[src/design/afts_pkg.sv]
`default_nettype none
package afts_pkg;

    // CORDIC iteration count, capped by the length of the arctangent table
    localparam int CORDIC_STEPS = 16;
    localparam int ATAN_ENTRIES = 24;
    localparam int CORDIC_ITERS = (CORDIC_STEPS < ATAN_ENTRIES) ? CORDIC_STEPS : ATAN_ENTRIES;

    // angle constants, degrees with 8 fraction bits
    localparam int FULL_TURN     = 92160;
    localparam int HALF_TURN     = 46080;
    localparam int QUARTER_TURN  = 23040;
    localparam int THREE_QUARTER = 69120;

    // CORDIC start value K, 30 fraction bits
    localparam logic signed [31:0] CORDIC_GAIN = 32'sd652032874;

    typedef struct packed {
        logic signed [23:0] scale_x;
        logic signed [23:0] scale_y;
        logic signed [23:0] origin_x;
        logic signed [23:0] origin_y;
        logic signed [23:0] position_x;
        logic signed [23:0] position_y;
        logic        [16:0] reduced_rotation;
        logic               flip;
    } item_t;

    // arctangent of 2^-i in degrees, 24 fraction bits
    function automatic logic signed [32:0] atan_q24(input logic [4:0] idx);
        logic signed [32:0] v;
        unique case (idx)
            5'd0:    v = 33'sd754974720;
            5'd1:    v = 33'sd445687602;
            5'd2:    v = 33'sd235489089;
            5'd3:    v = 33'sd119537938;
            5'd4:    v = 33'sd60000934;
            5'd5:    v = 33'sd30029717;
            5'd6:    v = 33'sd15018523;
            5'd7:    v = 33'sd7509720;
            5'd8:    v = 33'sd3754917;
            5'd9:    v = 33'sd1877466;
            5'd10:   v = 33'sd938734;
            5'd11:   v = 33'sd469367;
            5'd12:   v = 33'sd234684;
            5'd13:   v = 33'sd117342;
            5'd14:   v = 33'sd58671;
            5'd15:   v = 33'sd29335;
            5'd16:   v = 33'sd14668;
            5'd17:   v = 33'sd7334;
            5'd18:   v = 33'sd3667;
            5'd19:   v = 33'sd1833;
            5'd20:   v = 33'sd917;
            5'd21:   v = 33'sd458;
            5'd22:   v = 33'sd229;
            5'd23:   v = 33'sd115;
            default: v = 33'sd0;
        endcase
        return v;
    endfunction

endpackage
`default_nettype wire

[src/design/afts_angle.sv]
`default_nettype none
module afts_angle
(
    input  wire                      clk,
    input  wire                      rst_n,
    input  wire                      en,
    input  wire                      in_valid,
    input  wire  signed [23:0]       rotation_deg,
    input  wire  afts_pkg::item_t    in_side,
    output logic                     out_valid,
    output logic signed [32:0]       out_z,
    output afts_pkg::item_t          out_side
);

    // floor(2^40 / 92160, one full turn of 360 degrees); estimate is exact or one low
    localparam logic [48:0] RECIP = 49'd11930464;
    // multiple of a full turn that makes any rotation positive
    localparam logic signed [24:0] BIAS = 25'sd8478720;

    logic              v1_reg, v2_reg, v3_reg;
    logic [24:0]       u_reg;
    logic [8:0]        q_reg;
    logic [16:0]       a_reg;
    logic signed [32:0] z_reg;
    afts_pkg::item_t   s1_reg, s2_reg, s3_reg;

    logic [24:0]       u_next;
    logic [48:0]       prod;
    logic [24:0]       r_full;
    logic [17:0]       r_w;
    logic [16:0]       a_next;
    logic signed [17:0] z_deg;
    logic              flip_next;
    afts_pkg::item_t   s2_next;
    afts_pkg::item_t   s3_next;

    always_comb
    begin
        u_next = 25'($signed({rotation_deg[23], rotation_deg}) + BIAS);
        prod   = {24'd0, u_next} * RECIP;
        r_full = u_reg - (25'(q_reg) * 25'(afts_pkg::FULL_TURN));
        r_w    = r_full[17:0];
        if (r_w >= 18'(afts_pkg::FULL_TURN))
            a_next = 17'(r_w - 18'(afts_pkg::FULL_TURN));
        else
            a_next = r_w[16:0];
        s2_next                  = s1_reg;
        s2_next.reduced_rotation = a_next;
        // fold into [-90,90] degrees
        flip_next = 1'b0;
        if (a_reg <= 17'(afts_pkg::QUARTER_TURN))
            z_deg = $signed({1'b0, a_reg});
        else if (a_reg < 17'(afts_pkg::THREE_QUARTER))
        begin
            z_deg = $signed({1'b0, a_reg}) - 18'sd46080;
            flip_next = 1'b1;
        end
        else
            z_deg = $signed({1'b0, a_reg}) - 18'sd92160;
        s3_next      = s2_reg;
        s3_next.flip = flip_next;
    end

    always_ff @(posedge clk or negedge rst_n)
    begin
        if (!rst_n)
        begin
            v1_reg <= 1'b0;
            v2_reg <= 1'b0;
            v3_reg <= 1'b0;
        end
        else if (en)
        begin
            v1_reg <= in_valid;
            v2_reg <= v1_reg;
            v3_reg <= v2_reg;
        end
    end

    always_ff @(posedge clk)
    begin
        if (en)
        begin
            u_reg  <= u_next;
            q_reg  <= prod[48:40];
            s1_reg <= in_side;
            a_reg  <= a_next;
            s2_reg <= s2_next;
            z_reg  <= 33'(z_deg) <<< 16;
            s3_reg <= s3_next;
        end
    end

    assign out_valid = v3_reg;
    assign out_z     = z_reg;
    assign out_side  = s3_reg;

endmodule
`default_nettype wire

[config.mk]
export PLATFORM = sky130hd
export DESIGN_NAME = afts_angle
export DESIGN_NICKNAME = d
export VERILOG_FILES = /design/src/design/afts_pkg.sv /design/src/design/afts_angle.sv
export SDC_FILE = /design/constraint.sdc
export NUM_CORES = 1
export LEC_CHECK = 0
export BUFFER_PORTS_ARGS = -buffer_cell sky130_fd_sc_hd__buf_2
export CAP_MARGIN = 5
export CORE_MARGIN = 8
export CORE_UTILIZATION = 50
export DETAILED_ROUTE_END_ITERATION = 10
export GPL_TIMING_DRIVEN = 0
export PLACE_DENSITY = 0.79
export SYNTH_ARGS = -nofsm -noshare
export SYNTH_HDL_FRONTEND = slang
export SYNTH_SLANG_ARGS = --single-unit
[constraint.sdc]
create_clock -name clk -period 4.2 [get_ports clk]
set_input_delay 0 -clock clk [delete_from_list [all_inputs] [get_ports clk]]
set_output_delay 0 -clock clk [all_outputs]
set_load 0.005 [all_outputs]
# ---- Yosys cells after proc, flatten, opt, wreduce, memory -nomap -nowiden
# Index checks and enable logic that the tools add are counted.
dict set report op_classes {
  order_cmp 3
  n_mux 4
  multipliers 2
  n_addsub 5
}
# operator n
set op_table {}
lappend op_table {{$mux W17} 3}
lappend op_table {{$mul A25 B19 Y44 const B} 1}
lappend op_table {{$sub A17 B17 Y17 const B} 2}
lappend op_table {{$add A24 B25 Y25 const B} 1}
lappend op_table {{$ge A18 B17 Y1 const B} 1}
lappend op_table {{$sub A18 B18 Y18} 1}
lappend op_table {{$le A17 B15 Y1 const B} 1}
lappend op_table {{$lt A17 B17 Y1 const B} 1}
lappend op_table {{$sub A17 B16 Y17 const B} 1}
lappend op_table {{$mul A9 B6 Y7 const B} 1}
lappend op_table {{$mux W1} 1}
dict set report word_totals {
  ff_bits 514
  inputBits 190
  wordCells 41
  out_inout_bits 196
}

# ---- Logic depth before layout (Yosys ltp)
# Gate-level depths: netlist (run 1).
dict set report logic_depth {
  ltp_word 4
  ltp_mapped 23
  mapped_depth_nobuf 23
}

# ---- Least setup slack after synthesis (run 1)
# OpenSTA, ideal clock, no wires.
dict set report synth_path {
  path_type {input port to flip-flop}
  startpoint {input port rotation_deg[13]}
  endpoint {register q_reg[4] (data pin)}
  slack_ps -1728
  setup_time_ps 167
  stages 23
  required_ps 4033
  arrival_time_ps 5761
  path_buffers 0
  cell_sequence {inv_1 ha_1 nor2b_1 o211ai_1 nor2_1 xnor2_1 ha_1 fa_1 inv_1 fa_1 inv_1 fa_1 fa_1 inv_1 fa_1 inv_1 ha_1 a21oi_1 nand2_1 a2111oi_0 nand3_1 and4_1 a211oi_1}
}
dict set report synth_via {
  elab_chain_len 2
}
# item line
set synth_rtl {}
lappend synth_rtl {{start: declaration} afts_angle.sv:8} ;# input wire signed [23:0] rotation_deg,
lappend synth_rtl {{$add A24 B25 Y25} afts_angle.sv:39} ;# u_next = 25'($signed({rotation_deg[23], rotation_deg}) + BIAS);
lappend synth_rtl {{$mul A25 B19 Y44} afts_angle.sv:40} ;# prod = {24'd0, u_next} * RECIP;
lappend synth_rtl {{named net prod[44]} afts_angle.sv:28} ;# logic [48:0] prod;
lappend synth_rtl {{end signal: assignment} afts_angle.sv:85} ;# q_reg <= prod[48:40];
lappend synth_rtl {{end: declaration} afts_angle.sv:22} ;# logic [8:0] q_reg;
# The timed path passes the listed nets, and every way through them passes these cells.
# A chain may end at the register's enable or synchronous reset.

# ---- Worst setup path after layout (run 1)
dict set report layout_path {
  startpoint {input port rotation_deg[13]}
  endpoint {register q_reg[6] (data pin)}
}
dict set report layout_via {
  elab_chain_len 2
}
# item line
set layout_rtl {}
lappend layout_rtl {{$add A24 B25 Y25} afts_angle.sv:39}
lappend layout_rtl {{named net u_next[13]} afts_angle.sv:27} ;# logic [24:0] u_next;
lappend layout_rtl {{$mul A25 B19 Y44} afts_angle.sv:40}
lappend layout_rtl {{named net prod[46]} afts_angle.sv:28}
# The timed path passes the listed nets, and every way through them passes these cells.

==> results.toml, run 1 <==
[clock_tree]
cts_buffers = 44
cts_tree = "built"
clkSinkCount = 502
clk_latency_ps = 550
cts_htree_levels = 2
clock_path_buffers = 3
root_buffer = "sky130_fd_sc_hd__clkbuf_16"
cts.clk_slew.worst_paths_ps = 60

[sta]
max_slew_margin_pct = 48.8
finalWorstSetupSlack_ps = -1010
layout_worst_path_cycle_share_pct = 124
finalCriticalPeriod_ps = 5210
max_clock_freq_ghz = 0.192
worst_slew_pin_slew_ps = 767
hold_violations = 0
finalMaxSlewViolations = 0
rsz0062_at_grt = "yes"
finalClockSkew_ps = 29.7
setup_viol = 7

[hold_path]
number_of_cells_traversed_by_the_worst_hold_path = 4
worstHoldPathType = "in2reg"

[synthesis]
post_synth_arst_share_pct = 0.598
synth_top_family_by_area = "adder cells"
synth_area_um2 = 24200
post_synth_inst_count = 1528
synthXorXnorAreaFrac_pct = 1.86
synthMuxAreaShare_pct = 0.222
synth_top_cells_by_area = "sky130_fd_sc_hd__edfxtp_1 (62%), sky130_fd_sc_hd__fa_1 (14%), sky130_fd_sc_hd__ha_1 (9.6%)"
syn_area_per_cell_um2 = 15.9
synth_common_cells = "sky130_fd_sc_hd__edfxtp_1 (499), sky130_fd_sc_hd__inv_1 (339), sky130_fd_sc_hd__ha_1 (185)"
yosysMostFrequentCell = "sky130_fd_sc_hd__edfxtp_1"
top_reg_cell_synth = "sky130_fd_sc_hd__edfxtp_1"
synth-seq-area-share_pct = 62.2
synth_fa_ha_area_share_pct = 23.5
yosysTopAreaCellShare_pct = 61.9
synth-edff-count = 499
ys_seq_elements = 502
synthSimpleGateAreaFrac_pct = 2.50
synth_cell_types = 58
synth-warning-count = 0
synth-compound-area-share_pct = 3.62
synth_largest_area_cell = "sky130_fd_sc_hd__edfxtp_1"

[critical_path]
worstPathBufferInverterCount = 7
rr_worst_depth = 14
crit_slowest_cell = "sky130_fd_sc_hd__fa_1"
data_arrival_time_of_the_critical_path_ps = 5470
crit_path_max_fanout = 3
crit_required_ps = 4470
critical_path.top_delay_family = "adder cells"
worst_setup_path_start_kind = "input port"
setup.worst_path.end_class = "register"
critPathKind = "in2reg"
cp_common_cell = "sky130_fd_sc_hd__fa_1"
timing.critical_path.slowest_cell_delay_ps = 580
critical_path_cell_count = 25

[routing]
initialDrtViolationCount = 1256
antenna_violating_nets_post_route = 0
routed_wl_um = 61800
routed_wire_length_per_instance_um = 22.1
remaining_drc_errors = 0
detail_route.vias_per_cell = 5.24
firstDrtPassIters = 5
vias = 14600

[floorplan]
initial_utilization_pct = 50.7
dieArea_um2 = 55700
chipHeight_um = 236
placement_rows = 80
design.portCount = 386
core_area_um2 = 47700
die_x_um = 236

[grt]
grt_start_max_net_pins = 139
vias_in_the_first_global_route = 15500
grt.overflow.total = 0
gr-usage-met2_pct = 39.4
grt.met3_usage_pct = 3.47
number_of_antenna_violations_at_the_first_check_in_global_routing = 2
grt.total_usage_pct = 21.4
grt_first_pass_wirelength_um = 92100
busiest_layer = "met2"
gr-usage-met1_pct = 25.9

[finish]
flip_flop_count_of_the_largest_register_after_layout = 162
synthToLayoutAreaGrowth_pct = 28.2
final_core_util_pct = 65.0
fin_nets = 2683
layout_filler_cell_count = 3117
post_route_cells_drive_above_1_share_pct = 27.1

[placement]
dp_hpwl_um = 41000
place.port_buffers = 350
place_congestion = 0.893

[run]
cap_violations = 0

[status]
failed_checks = "negative setup slack"
outcome = "finished, violations left"
tightest hold or removal path, delay by kind of cell:
family / cells / cell delay, ps
xor+xnor: 1 / 140
buf+inv: 3 / 410
per-stage QoR:
stage | cell area (um^2) | TNS [ps] | setup WS, ps | hold WS, ps | instances
finish | 31000 | -6510 | -1010 | 136 | 2793
detailed placement | 27100 | -14990 | -2190 | -200 | 2511
CTS | 30800 | -5350 | -852 | 109 | 2779
global route | 31000 | -7640 | -1170 | 135 | 2790
floorplan | 24500 | -8140 | -1240 | -296 | 1543
global placement | 27000 | -1866660 | -4210 | -206 | 2508
cells by family after synthesis:
kind of cell               count (synthesis)
DFF                                      502
buffers and inverters                    367
adders and majority gates                354
AOI/OAI and AO/OA                        135
and+or+nand+nor                          121
xor gates and xnor gates                  43
muxes                                      5
other                                      1
layout by cell type, fill, tap and decap left out, types with 5 or more instances in the layout:
cell type / instances
sky130_fd_sc_hd__dlygate4sd3_1: 163
sky130_fd_sc_hd__o21a_1: 7
sky130_fd_sc_hd__ha_4: 20
sky130_fd_sc_hd__a31oi_1: 12
sky130_fd_sc_hd__clkinv_1: 12
sky130_fd_sc_hd__nor3_1: 6
sky130_fd_sc_hd__nor2_4: 5
sky130_fd_sc_hd__inv_1: 326
sky130_fd_sc_hd__a21oi_1: 26
sky130_fd_sc_hd__a21o_1: 9
sky130_fd_sc_hd__xnor2_4: 5
sky130_fd_sc_hd__nor2_1: 23
sky130_fd_sc_hd__o21bai_1: 6
sky130_fd_sc_hd__fa_1: 168
sky130_fd_sc_hd__o21ai_0: 19
sky130_fd_sc_hd__clkinvlp_4: 6
sky130_fd_sc_hd__edfxtp_1: 499
sky130_fd_sc_hd__xor2_1: 7
sky130_fd_sc_hd__nand4_1: 6
sky130_fd_sc_hd__nand2_1: 22
sky130_fd_sc_hd__clkinv_2: 7
sky130_fd_sc_hd__buf_4: 59
sky130_fd_sc_hd__xnor2_1: 20
sky130_fd_sc_hd__clkbuf_1: 6
sky130_fd_sc_hd__inv_2: 11
sky130_fd_sc_hd__nand3_1: 12
sky130_fd_sc_hd__xnor2_2: 6
sky130_fd_sc_hd__conb_1: 16
sky130_fd_sc_hd__ha_1: 163
sky130_fd_sc_hd__buf_2: 347
sky130_fd_sc_hd__clkbuf_16: 46
sky130_fd_sc_hd__nor3_2: 5
sky130_fd_sc_hd__o211ai_1: 6
per-layer routing:
layer	vias up	wire length, um
met1	7355	23000
met4	2	1490
met2	714	32500
met3	119	4760
li1	6451	-
met5	-	7
final timing paths:
| path | to | slack (ps) | startpoint |
|---|---|---|---|
| max in group asynchronous | v2_reg$_DFFE_PN0P_ | 3680 | rst_n |
| max reg2reg | s2_reg[17]$_DFFE_PP_ | 140 | q_reg[0]$_DFFE_PP_ |
| min reg2reg | s2_reg[52]$_DFFE_PP_ | 390 | s1_reg[52]$_DFFE_PP_ |
| min in group asynchronous | v1_reg$_DFFE_PN0P_ | 370 | rst_n |
| max | q_reg[6]$_DFFE_PP_ | -1010 | rotation_deg[13] |
| min | u_reg[17]$_DFFE_PP_ | 140 | rotation_deg[17] |
timing repair:
item                                    in CTS  in global routing
pin swaps                                   56                 45
resized for setup                           81                 42
hold buffers                               163                  0
endpoints found under the setup margin      10                 12
setup buffers                               24                 11
cloned                                       0                  0
hold endpoints to repair                   202                  0
layout make-up:
cell class	instances	area, um^2	share of cell area (%)
Sequential cell	502	15100	48.5
Multi-Input combinational cell	674	8540	27.5
Timing Repair Buffer	551	3760	12.1
Inverter	339	1280	4.12
Clock buffer	52	1170	3.78
Tap cell	615	769	2.48
Clock inverter	29	255	0.822
Buffer	27	200	0.645
Antenna cell	4	10.0	0.0322
Power of run 1 is not shown: default switching activity piles up to over one toggle a cycle in this logic, so the estimate is an artifact.
==> run 2, diff against run 1 <==
--- a/config.mk
+++ b/config.mk
@@ -11,7 +11,7 @@
 export CORE_UTILIZATION = 50
 export DETAILED_ROUTE_END_ITERATION = 10
 export GPL_TIMING_DRIVEN = 0
-export PLACE_DENSITY = 0.79
+export PLACE_DENSITY = 0.76
 export SYNTH_ARGS = -nofsm -noshare
 export SYNTH_HDL_FRONTEND = slang
 export SYNTH_SLANG_ARGS = --single-unit
==> constraint.sdc (replaced) <==
create_clock -name clk -period 6.7 [get_ports clk]
set_input_delay 0 -clock clk [delete_from_list [all_inputs] [get_ports clk]]
set_output_delay 0 -clock clk [all_outputs]
set_load 0.005 [all_outputs]
==> run 2 against run 1 <==
  * The flow now finishes without violations
  * Critical path depth fell by 1
  * Clock skew shrank 7.6 ps
  * Register-to-register slack improved by 2200 ps
  * Count of clock-buffer cells in the layout is 1 lower
  * Sequential share of layout area rose by 1.7 points
  * Final area down 3.4%
  * Via count down 4.8%
  * Non-clock buffer count down 33
  * Critical path type unchanged
==> results.toml, run 2 (synthesis gave the netlist of run 1 again) <==
[sta]
finalClockSkew_ps = 22.1
rsz0062_at_grt = "no"
hold_violations = 0
setup_viol = 0
finalWorstSetupSlack_ps = 334
finalCriticalPeriod_ps = 6370
max_slew_margin_pct = 23.0
worst_slew_pin_slew_ps = 1150
finalMaxSlewViolations = 0
layout_worst_path_cycle_share_pct = 95.0
max_clock_freq_ghz = 0.157

[placement]
place.port_buffers = 350
dp_hpwl_um = 39700
dpl.cell_count = 2512
preCtsSetupSlack_ps = -439
place_area_um2 = 26900
place_congestion = 0.909

[floorplan]
core_area_um2 = 47700
design.portCount = 386
die_x_um = 236
initial_utilization_pct = 50.7
placement_rows = 80
chipHeight_um = 236
dieArea_um2 = 55700

[hold_path]
worstHoldPathType = "in2reg"

[critical_path]
timing.critical_path.to = "q_reg[4]$_DFFE_PP_"
timing.critical_path.slowest_cell_delay_ps = 610
regToRegSetupSlack_ps = 2310
crit_chain = "buf_2, inv_1, ha_1, nor2b_1, o211ai_1, nor2_1, xnor2_4, ha_1, fa_1, inv_1, fa_1, inv_1, fa_1, fa_1, inv_1, fa_1, inv_1, ha_1, a21oi_1, nand2_1, a2111oi_0, nand3_1, and4_1, a211oi_1"
setup.worst_path.end_class = "register"
crit_slowest_cell = "sky130_fd_sc_hd__fa_1"
crit_path_max_fanout = 6
rr_worst_depth = 14
critPathKind = "in2reg"
worst_setup_path_start_kind = "input port"
worst_r2r_endpoint = "s2_reg[12]$_DFFE_PP_"
crit_required_ps = 7060
setup.worst_path.start = "rotation_deg[13]"
worstReg2RegStart = "q_reg[2]$_DFFE_PP_"
data_arrival_time_of_the_critical_path_ps = 6730

[clock_tree]
cts_tree = "built"
cts.clk_slew.worst_paths_ps = 50
clk_latency_ps = 550
cts_htree_levels = 2
cts_buffers = 46
clkSinkCount = 502
clock_path_buffers = 3
root_buffer = "sky130_fd_sc_hd__clkbuf_16"

[finish]
final_common_cell = "sky130_fd_sc_hd__edfxtp_1"
synthToLayoutAreaGrowth_pct = 23.8
fin_nets = 2652
post_route_cells_drive_above_1_share_pct = 21.2
flip_flop_count_of_the_largest_register_after_layout = 162
final_design_area_no_fill_um2 = 30000
layout_filler_cell_count = 3306
final_cell_count_no_fill = 2757
final_core_util_pct = 62.8
mostFrequentLayoutCells = "sky130_fd_sc_hd__edfxtp_1 (499), sky130_fd_sc_hd__buf_2 (349), sky130_fd_sc_hd__inv_1 (339)"

[routing]
vias = 13900
remaining_drc_errors = 0
routed_wl_um = 57500
firstDrtPassIters = 6
antenna_violating_nets_post_route = 0
routed_wire_length_per_instance_um = 20.9
initialDrtViolationCount = 1117
detail_route.vias_per_cell = 5.06

[grt]
grt.overflow.total = 0
vias_in_the_first_global_route = 15000
grt_start_max_net_pins = 140
grt.total_usage_pct = 20.4
number_of_antenna_violations_at_the_first_check_in_global_routing = 2
grt_first_pass_wirelength_um = 87700

[pwr]
power_density_nw_per_um2 = 533
ir_worst_vdd_uv = 505
total_power_mw = 16.0
leakage_dissipation_nw = 13.1

[run]
cap_violations = 0

[status]
outcome = "complete, no violations"
==> run 2: cell types whose count changed in the layout (fill, tap and decap cells not counted), sizes merged <==
cell / delta
clkinvlp: -5
diode: -2
inv: +2
clkinv: +3
buf: -34
==> run 2: critical path: cells and delay by family <==
family                   cells  cell delay (ps)
AO/OA/AOI/OAI                4             1310
AND/OR/NAND/NOR              5              870
buffers and inverters        6              600
adder cells (fa/ha/maj)      8             3600
XOR/XNOR                     1              320
==> run 2: stage by stage <==
step                hold WS (ps)  setup TNS [ps]
global route                 117               0
detailed placement          -201           -1360
global placement            -206         -612560
CTS                         95.2               0
floorplan                   -296               0
finish                       119               0
==> run 2: worst min path at each step <==
stage                                  to              from  depth (start not counted)  slack [ps]
floorplan           out_valid$_DFFE_PN0P_             rst_n                          0        -300
global placement    out_valid$_DFFE_PN0P_             rst_n                          1        -210
detailed placement     v2_reg$_DFFE_PN0P_             rst_n                          1        -200
CTS                   u_reg[17]$_DFFE_PP_  rotation_deg[17]                          2         100
global route          u_reg[14]$_DFFE_PP_  rotation_deg[14]                          4         120
finish                u_reg[14]$_DFFE_PP_  rotation_deg[14]                          4         120
==> run 2: what timing repair did <==
item                                   CTS  global route
endpoints found under the hold margin  215             1
setup endpoints to repair                0             6
buffers inserted                         0             0
gates resized for setup                  0             3
hold buffers                           162             1
==> run 2: metal layers <==
metal  GRT usage, %  wire length, um  vias to the layer above
met1           25.1            22400                     6904
met3           3.78             4150                       89
met4           5.41             1360                        0
li1               -                -                     6394
met2           36.6            29600                      554
met5              0                0                        -
==> run 2: where the power goes <==
part           switching, mW  total, mW  leakage (nW)  internal [mW]
logic                   5.48       9.36          7.44           3.88
registers              0.149       4.14          4.92           3.99
clock network           1.10       2.51         0.694           1.41
total                   6.73       16.0          13.1           9.27
==> run 2: final cells by class <==
cell class                      count  area (um^2)  area share (%)
Sequential cell                   502        15100            50.2
Multi-Input combinational cell    674         7770            25.9
Timing Repair Buffer              517         3500            11.7
Inverter                          339         1270            4.24
Clock buffer                       51         1170            3.90
Tap cell                          615          769            2.57
Clock inverter                     29          245           0.818
Buffer                             28          203           0.676
Antenna cell                        2         5.00          0.0167
No activity file was read; power rests on OpenSTA's default activity.
